--- config.mk ---
export PLATFORM = sky130hd
export DESIGN_NAME = afs_ctrl
export DESIGN_NICKNAME = d
export VERILOG_FILES = /design/src/rtl/afs_pkg.sv /design/src/rtl/afs_ctrl.sv
export SDC_FILE = /design/constraint.sdc
export NUM_CORES = 1
export LEC_CHECK = 0
export BUFFER_PORTS_ARGS = -buffer_cell sky130_fd_sc_hd__buf_2
export CORE_MARGIN = 2
export CORE_UTILIZATION = 25
export CTS_CLUSTER_DIAMETER = 50
export DETAILED_ROUTE_END_ITERATION = 16
export PLACE_DENSITY = 0.46
export RECOVER_POWER = 50
export SETUP_SLACK_MARGIN = 0.4
export SYNTH_ARGS = -nofsm -noshare
export SYNTH_HDL_FRONTEND = slang
export SYNTH_SLANG_ARGS = --single-unit
--- constraint.sdc ---
create_clock -name clk -period 2.5 [get_ports clk]
set_clock_uncertainty 0.2 [all_clocks]
set_input_delay 0.125 -clock clk [delete_from_list [all_inputs] [get_ports clk]]
set_output_delay 0.125 -clock clk [all_outputs]
set_load 0.1 [all_outputs]
--- src/rtl/afs_pkg.sv ---
// Shared types, widths, mode codes and the per-mode operation program of the face flux solver.
package afs_pkg;

    // Field and internal widths
    localparam int DW      = 32;          // signed Q16.16 data
    localparam int FB      = 16;          // fraction bits
    localparam int TW      = 31;          // tau and sound speed width
    localparam int ZW      = 47;          // impedance width
    localparam int SW      = 50;          // width of the final signed sums
    localparam int NUM_W   = 94;          // divider numerator / quotient width
    localparam int DEN_W   = 48;          // divider denominator width
    localparam int MW      = 48;          // multiplier operand width
    localparam int MCH     = 16;          // multiplier chunk per cycle
    localparam int MUL_STEPS = MW / MCH;
    localparam int PW      = 2 * MW;      // product width
    localparam int RW      = 62;          // c^2 / tau width
    localparam int MAG_W   = 32;          // |du|, |dp| width
    localparam int TP_W    = 41;          // capped product term width
    localparam int SQ_W    = NUM_W / 2;   // square root result width
    localparam int PC_W    = 4;

    localparam logic [TP_W-1:0] TERM_CAP = TP_W'(1) << 40;

    // Scheme mode codes
    localparam logic [1:0] MODE_MEAN     = 2'd0;
    localparam logic [1:0] MODE_MAX      = 2'd1;
    localparam logic [1:0] MODE_WEIGHTED = 2'd2;

    typedef enum logic [1:0] {OP_DIV, OP_MUL, OP_SQRT} op_t;
    typedef enum logic [2:0] {NUM_C0, NUM_C1, NUM_ADP, NUM_PROD, NUM_R} num_sel_t;
    typedef enum logic [2:0] {DEN_T0, DEN_T1, DEN_2Z, DEN_S, DEN_MI} den_sel_t;
    typedef enum logic [2:0] {MA_C0, MA_C1, MA_Z, MA_Z0, MA_Z1, MA_H} ma_sel_t;
    typedef enum logic [2:0] {MB_C0, MB_C1, MB_ADU, MB_ADP, MB_Z1} mb_sel_t;
    typedef enum logic [3:0] {
        DST_Z0, DST_Z1, DST_R0, DST_R1, DST_Q, DST_ZS, DST_TU, DST_H, DST_A1, DST_B1
    } dst_t;

    typedef struct packed {
        op_t      op;
        num_sel_t num;
        den_sel_t den;
        ma_sel_t  ma;
        mb_sel_t  mb;
        dst_t     dst;
        logic     last;
    } uop_t;

    typedef struct packed {
        logic accept;
        logic start;
        logic load_out;
        uop_t uop;
    } ctrl_cmd_t;

    typedef struct packed {
        logic       had;
        logic       done;
        logic       out_free;
        logic [1:0] mode;
    } dp_stat_t;

    function automatic uop_t mk(op_t op, num_sel_t num, den_sel_t den, ma_sel_t ma,
                                mb_sel_t mb, dst_t dst, logic last);
        uop_t u;
        u.op   = op;
        u.num  = num;
        u.den  = den;
        u.ma   = ma;
        u.mb   = mb;
        u.dst  = dst;
        u.last = last;
        return u;
    endfunction

    // Operation sequence for one face, per mode
    function automatic uop_t prog_step(logic [1:0] mode, logic [PC_W-1:0] pc);
        uop_t u;
        u = mk(OP_MUL, NUM_C0, DEN_T0, MA_Z, MB_ADU, DST_TU, 1'b1);
        if (mode == MODE_MEAN) begin
            unique case (pc)
                4'd0:    u = mk(OP_DIV, NUM_C0, DEN_T0, MA_C0, MB_C0, DST_Z0, 1'b0);
                4'd1:    u = mk(OP_DIV, NUM_C1, DEN_T1, MA_C0, MB_C0, DST_Z1, 1'b0);
                4'd2:    u = mk(OP_DIV, NUM_ADP, DEN_2Z, MA_C0, MB_C0, DST_TU, 1'b0);
                default: u = mk(OP_MUL, NUM_C0, DEN_T0, MA_Z, MB_ADU, DST_TU, 1'b1);
            endcase
        end else if (mode == MODE_MAX) begin
            unique case (pc)
                4'd0:    u = mk(OP_MUL, NUM_C0, DEN_T0, MA_C0, MB_C0, DST_Z0, 1'b0);
                4'd1:    u = mk(OP_DIV, NUM_PROD, DEN_T0, MA_C0, MB_C0, DST_R0, 1'b0);
                4'd2:    u = mk(OP_MUL, NUM_C0, DEN_T0, MA_C1, MB_C1, DST_Z0, 1'b0);
                4'd3:    u = mk(OP_DIV, NUM_PROD, DEN_T1, MA_C0, MB_C0, DST_R1, 1'b0);
                4'd4:    u = mk(OP_DIV, NUM_R, DEN_MI, MA_C0, MB_C0, DST_Q, 1'b0);
                4'd5:    u = mk(OP_SQRT, NUM_R, DEN_MI, MA_C0, MB_C0, DST_ZS, 1'b0);
                4'd6:    u = mk(OP_DIV, NUM_ADP, DEN_2Z, MA_C0, MB_C0, DST_TU, 1'b0);
                default: u = mk(OP_MUL, NUM_C0, DEN_T0, MA_Z, MB_ADU, DST_TU, 1'b1);
            endcase
        end else begin
            unique case (pc)
                4'd0:    u = mk(OP_DIV, NUM_C0, DEN_T0, MA_C0, MB_C0, DST_Z0, 1'b0);
                4'd1:    u = mk(OP_DIV, NUM_C1, DEN_T1, MA_C0, MB_C0, DST_Z1, 1'b0);
                4'd2:    u = mk(OP_MUL, NUM_C0, DEN_T0, MA_Z0, MB_Z1, DST_Z0, 1'b0);
                4'd3:    u = mk(OP_DIV, NUM_PROD, DEN_S, MA_C0, MB_C0, DST_H, 1'b0);
                4'd4:    u = mk(OP_MUL, NUM_C0, DEN_T0, MA_Z0, MB_ADU, DST_Z0, 1'b0);
                4'd5:    u = mk(OP_DIV, NUM_PROD, DEN_S, MA_C0, MB_C0, DST_A1, 1'b0);
                4'd6:    u = mk(OP_DIV, NUM_ADP, DEN_S, MA_C0, MB_C0, DST_TU, 1'b0);
                4'd7:    u = mk(OP_MUL, NUM_C0, DEN_T0, MA_Z1, MB_ADP, DST_Z0, 1'b0);
                4'd8:    u = mk(OP_DIV, NUM_PROD, DEN_S, MA_C0, MB_C0, DST_B1, 1'b0);
                default: u = mk(OP_MUL, NUM_C0, DEN_T0, MA_H, MB_ADU, DST_TU, 1'b1);
            endcase
        end
        return u;
    endfunction

endpackage

--- src/rtl/afs_ctrl.sv ---
// Controller: steps through the operation program for one face and hands off the result.
module afs_ctrl (
    input  logic                  clk,
    input  logic                  rst_n,
    input  logic                  in_valid,
    output logic                  in_ready,
    input  afs_pkg::dp_stat_t     stat,
    output afs_pkg::ctrl_cmd_t    cmd
);
    typedef enum logic [3:0] {
        ST_IDLE   = 4'b0001,
        ST_ISSUE  = 4'b0010,
        ST_WAIT   = 4'b0100,
        ST_FINISH = 4'b1000
    } ctrl_state_t;

    ctrl_state_t                  state_reg, state_next;
    logic [afs_pkg::PC_W-1:0]     pc_reg, pc_next;
    afs_pkg::uop_t                uop;

    assign uop = afs_pkg::prog_step(stat.mode, pc_reg);

    // Next state and commands
    always_comb
    begin
        state_next   = state_reg;
        pc_next      = pc_reg;
        in_ready     = 1'b0;
        cmd.accept   = 1'b0;
        cmd.start    = 1'b0;
        cmd.load_out = 1'b0;
        cmd.uop      = uop;
        unique case (state_reg)
            ST_IDLE:
            begin
                in_ready = 1'b1;
                if (in_valid)
                begin
                    cmd.accept = 1'b1;
                    pc_next    = '0;
                    if (stat.had)
                        state_next = ST_ISSUE;
                end
            end
            ST_ISSUE:
            begin
                cmd.start  = 1'b1;
                state_next = ST_WAIT;
            end
            ST_WAIT:
            begin
                if (stat.done)
                begin
                    if (uop.last)
                        state_next = ST_FINISH;
                    else
                    begin
                        pc_next    = pc_reg + afs_pkg::PC_W'(1);
                        state_next = ST_ISSUE;
                    end
                end
            end
            ST_FINISH:
            begin
                if (stat.out_free)
                begin
                    cmd.load_out = 1'b1;
                    state_next   = ST_IDLE;
                end
            end
            default:
                state_next = ST_IDLE;
        endcase
    end

    // Advance
    always_ff @(posedge clk or negedge rst_n)
    begin
        if (!rst_n)
        begin
            state_reg <= ST_IDLE;
            pc_reg    <= '0;
        end
        else
        begin
            state_reg <= state_next;
            pc_reg    <= pc_next;
        end
    end

endmodule

==> flow_summary.yaml, run 1 <==
finish:
  num-fill-cells: 362
  final_common_cell: "buf_4"
  num_antenna_cells: 0
  multi_input_area_sq_mm: 0.00123
  final_cell_mix: "24 x buf_4, 15 x buf_12, 11 x nand2_1, 11 x buf_6, 8 x clkbuf_2"
  final_area_sq_mm: 0.00228
  drive_gt1_share_pct: 64.7
  syn_to_final_growth_pct: 111
  fin_nets: 217
  fin_util_pct: 55.8
  seq_area_sq_um: 204
critical_path:
  r2r_setup_slack_ps: 210
  worstSetupEndpointType: "output pin"
  critPathBufInv: 4
  path_cells: "buf_6 -> ha_4 -> o31a_1 -> buf_6 -> o32ai_4 -> buf_6 -> buf_12"
  critPathMostFrequentCell: "buf_6"
  slowest_stage: "dfrtp_2"
  critPathTopFamily: "compound AO/OA/AOI/OAI gates"
  crit_required_ps: 2170
  crit_arrival_ps: 2060
  cp.depth: 7
  critPathKind: "reg -> out"
  max_stage_delay_ps: 430
  worstSetupStartpointType: "register"
  reg2regPathDepth: 7
  critPathMaxFanout: 5
synthesis:
  synthAdderAreaFrac_pct: 8.08
  synthXorXnorAreaFrac_pct: 0
  yosys_warnings: 0
  ys_ff_latch: 8
  synth_nets: 154
  netlist_instances: 139
  synthSimpleGateAreaFrac_pct: 33.4
  ys_types: 42
  ys.flop_type: "dfrtp_1"
  synth_top_family_by_area: "simple AND/OR/NAND/NOR gates"
  syn_area_per_cell_sq_um: 7.80
  synth_compound_area_share_pct: 28.5
  synth-seq-area-share_pct: 18.6
  synth.area.mux_share_pct: 3.81
  synth_edf_count: 0
  synth_area_sq_mm: 0.00108
  async_flop_share_pct: 100
cts:
  clk_latency_ps: 220
  clkSinkCount: 8
  cts-buffers-inserted: 3
  cts_buffer_depth: 2
  cts_tree: "built"
  root_buffer: "clkbuf_8"
  h-tree-depth: 1
  clkSlewWorstSetupHoldPaths_ps: 40
detailed_routing:
  wire_per_inst_um: 16.2
  ant_nets: 0
  drtPass1Iterations: 4
  drcViolationCount: 0
  drt_iter0_drc: 75
  drt_wl_total_um: 4070
  vias_per_cell: 5.15
  vias: 1292
floorplanning:
  start_util_pct: 26.5
  coreArea_sq_mm: 0.00409
  die_area_sq_mm: 0.00488
  rows: 23
  ios: 31
  fp.dieH_um: 69.8
  die_w_um: 69.8
worst_hold_path:
  holdPathStages: 2
  hp-class: "in -> reg"
timing:
  rsz0062_at_grt: "yes"
  drv_slew: 0
  clock.fmax_mhz: 419
  fin_crit_sh_pct: 95.4
  period_needed_ps: 2390
  worstMarginPinSlew_ps: 772
  relSlewSlack_pct: 48.4
  setup_viol: 0
  whs_ps: 34.2
  hold_viol: 0
power:
  leakage_nw: 0.907
  switchingPower_uw: 249
  p_int_uw: 346
  total_power_uw: 595
  power_frac_clock_pct: 26.3
  seq_power_share_pct: 24.0
  p_per_area_mw_per_mm2: 261
  switching_share_pct: 41.9
  peakVddDrop_uv: 268
  power.share.combinational_pct: 49.7
place:
  dp_hpwl_um: 2920
  dpl_cell_area_sq_mm: 0.00175
  numPortBuffers: 30
  gp_congestion: 0.812
grt:
  gr-total-overflow: 0
  antenna_found_initial: 0
  grt_pass1_wl_um: 6820
  track_usage_pct: 17.1
  grt_start_max_net_pins: 19
  grt_pass1_vias: 1374
status:
  status: "finished, final reports clean"
run:
  drv_cap: 0
[synthesized netlist by cell type (4+ instances only)]
cell type  number  share of area (%)
nor2_1         10                3.5
nor4b_1         4                3.2
nand2_1        14                4.8
a21oi_1         8                3.7
nor2b_1         8                4.6
inv_1           6                2.1
ha_1            7                8.1
o21ai_0        11                5.1
nand2b_1        5                2.9
dfrtp_1         7                 16
[final cells by class]
class,count,area share (%)
multi-input combinational,115,54.1
timing repair buffer,68,30.8
sequential,8,8.94
tap,50,2.74
clock buffer,4,1.97
inverter,6,1.43
[worst paths after layout]
check,startpoint,to
max,pc_reg[0]$_DFFE_PN0P_,cmd[6]
min,stat[3],state_reg[3]$_DFFE_PN0P_
max reg2reg,pc_reg[0]$_DFFE_PN0P_,pc_reg[0]$_DFFE_PN0P_
min reg2reg,pc_reg[1]$_DFFE_PN0P_,pc_reg[1]$_DFFE_PN0P_
max in group asynchronous,rst_n,state_reg[0]$_DFFE_PN1P_
min in group asynchronous,rst_n,pc_reg[1]$_DFFE_PN0P_
[stage by stage]
step	cells	TNS (ps)	worst slack, ps
floorplan	139	-2210	-496
global placement	230	0	44.5
detailed placement	230	-18.2	-18.2
CTS	245	0	122
global route	251	0	61.1
finish	251	0	114
[cells by family (layout without fill, tap and decap cells)]
kind of cell	Yosys count	in the layout
compound gates	44	44
fa+ha+maj	7	7
buf+inv	16	78
flops	8	8
mux	4	4
simple gates	60	60
[routing by layer]
layer / up-vias / global-route usage [%] / share of wire [%]
met5: - / 0 / 0
met4: 0 / 3.85 / 0.34
met3: 2 / 2.33 / 2.7
met2: 22 / 29.7 / 52
met1: 627 / 22.3 / 45
li1: 641 / - / -
[what timing repair did]
action | CTS | global route
setup endpoints to repair | 23 | 26
hold endpoints to repair | 10 | 0
pin swaps | 16 | 22
hold buffers | 2 | 0
resized for setup | 48 | 36
gates cloned | 0 | 0
buffers inserted | 9 | 6
[power groups by stage]
stage	clock [mW]	sequential [mW]	combinational [mW]
2_1_floorplan	0	0.143	0.192
3_3_place_gp	0	0.144	0.271
3_5_place_dp	0	0.144	0.272
4_1_cts	0.161	0.142	0.290
5_1_grt	0.174	0.143	0.307
6_report	0.157	0.143	0.295
[worst register-to-register path, cell delays in order (launching register included)]
cell	delay [ps]
dfrtp_2	430
buf_6	140
ha_4	180
o31a_1	350
buf_6	140
buf_6	130
o311a_1	330
a221o_1	270
Note: power is estimated with default switching activity, not from simulation.
==> run 2, diff against run 1 <==
- CORE_ASPECT_RATIO: unset -> 2
- GPL_TIMING_DRIVEN: unset -> 0
==> flow_summary.yaml, run 2 (same netlist as run 1, synthesis figures left out) <==
status:
  status: "finished, final reports clean"
critical_path:
  path_cells: "buf_12 -> ha_4 -> nor4b_4 -> buf_4 -> nor4b_4 -> buf_4 -> o32ai_4 -> buf_12"
  critPathMaxFanout: 4
  crit_required_ps: 2170
  critPathKind: "reg -> out"
  worstSetupStartpointType: "register"
  worstSetupEndpointType: "output pin"
  critPathBufInv: 4
  critPathTopFamily: "buffers and inverters"
  slowest_stage: "dfrtp_2"
  crit_arrival_ps: 2130
  max_stage_delay_ps: 460
finish:
  num-fill-cells: 408
  num_antenna_cells: 0
  final_common_cell: "buf_4"
  syn_to_final_growth_pct: 98.7
  final_cell_mix: "16 x buf_4, 14 x buf_12, 10 x clkbuf_2, 10 x nand2_1, 9 x buf_6"
  final_area_sq_mm: 0.00215
  fin_nets: 212
  drive_gt1_share_pct: 62.8
  fin_cells: 248
cts:
  cts-buffers-inserted: 3
  clkSinkCount: 8
  h-tree-depth: 1
  root_buffer: "clkbuf_8"
  cts_buffer_depth: 2
  clkSlewWorstSetupHoldPaths_ps: 50
  cts_tree: "built"
  clk_latency_ps: 240
floorplanning:
  rows: 33
  die_w_um: 50.6
  start_util_pct: 26.2
  fp.dieH_um: 97.1
  coreArea_sq_mm: 0.00413
  die_area_sq_mm: 0.00491
  ios: 31
timing:
  tns_ps: 0
  fin_crit_sh_pct: 98.4
  setup_ws_ps: 41.2
  hold_viol: 0
  drv_slew: 0
  worstMarginPinSlew_ps: 702
  setup_viol: 0
  rsz0062_at_grt: "yes"
  period_needed_ps: 2460
  relSlewSlack_pct: 53.1
  whs_ps: 0.997
  clock.fmax_mhz: 407
grt:
  grt_start_max_net_pins: 11
  track_usage_pct: 18.7
  antenna_found_initial: 0
  grt_pass1_wl_um: 7080
  grt_pass1_vias: 1376
  gr-total-overflow: 0
power:
  peakVddDrop_uv: 234
  leakage_nw: 0.853
  p_per_area_mw_per_mm2: 281
detailed_routing:
  vias_per_cell: 5.27
  drt_wl_total_um: 4340
  wire_per_inst_um: 17.5
  drtPass1Iterations: 4
  ant_nets: 0
  drt_iter0_drc: 22
  vias: 1308
  drcViolationCount: 0
place:
  post-place-ws_ps: -358
  gp_congestion: 0.895
  dp_hpwl_um: 3020
  numPortBuffers: 29
  dpl_cell_area_sq_mm: 0.00150
  dp_cells: 220
run:
  drv_cap: 0
worst_hold_path:
  hp-class: "in -> reg"
run 2: repair_timing:
action / in CTS / in global routing
endpoints found under the setup margin: 24 / 26
gates resized for setup: 91 / 25
hold endpoints to repair: 10 / 0
pin swaps: 18 / 14
gates cloned: 1 / 0
setup buffers: 18 / 3
hold buffers: 2 / 0
run 2: metrics by stage:
stage,power [mW],util [%]
finish,0.605,52.2
global route,0.626,52.2
CTS,0.600,50.1
floorplan,0.335,-
detailed placement,0.375,36.2
global placement,0.374,36.2
run 2: power breakdown:
group | internal, mW | total [mW] | switching (mW)
logic | 0.0973 | 0.291 | 0.194
clock network | 0.111 | 0.171 | 0.0596
registers | 0.136 | 0.143 | 0.00721
run 2: worst register-to-register path, delay by kind of cell (launching register included):
family          cells  cell delay, ps
buf+inv             3             510
compound gates      1             390
flops               1             460
mux                 1             230
fa+ha+maj           1             180
simple gates        2             320
run 2: metal layers:
layer / GRT usage (%) / wire length (um)
met5: 0 / 0
met4: 8.11 / 162
met3: 1.08 / 126
met2: 35.9 / 2500
met1: 19.8 / 1550
run 2: area by class of cell:
cell class / count / area, sq um / share of cell area (%)
Multi-Input combinational cell: 115 / 1160 / 54.0
Timing Repair Buffer: 53 / 554 / 25.7
Sequential cell: 8 / 206 / 9.59
Buffer: 10 / 91.3 / 4.24
Tap cell: 52 / 65.1 / 3.02
Clock buffer: 4 / 45.0 / 2.09
Inverter: 6 / 28.8 / 1.34
run 2: worst paths after layout:
check                                       from                       end  slack [ps]  depth (start not counted)
max                        pc_reg[0]$_DFFE_PN0P_                    cmd[9]          40                          8
min                                      stat[3]  state_reg[3]$_DFFE_PN0P_           1                          2
max reg2reg                pc_reg[0]$_DFFE_PN0P_     pc_reg[2]$_DFFE_PN0P_         130                          8
min reg2reg                pc_reg[1]$_DFFE_PN0P_     pc_reg[1]$_DFFE_PN0P_         430                          2
max in group asynchronous                  rst_n  state_reg[0]$_DFFE_PN1P_        1600                          2
min in group asynchronous                  rst_n  state_reg[1]$_DFFE_PN0P_         150                          2
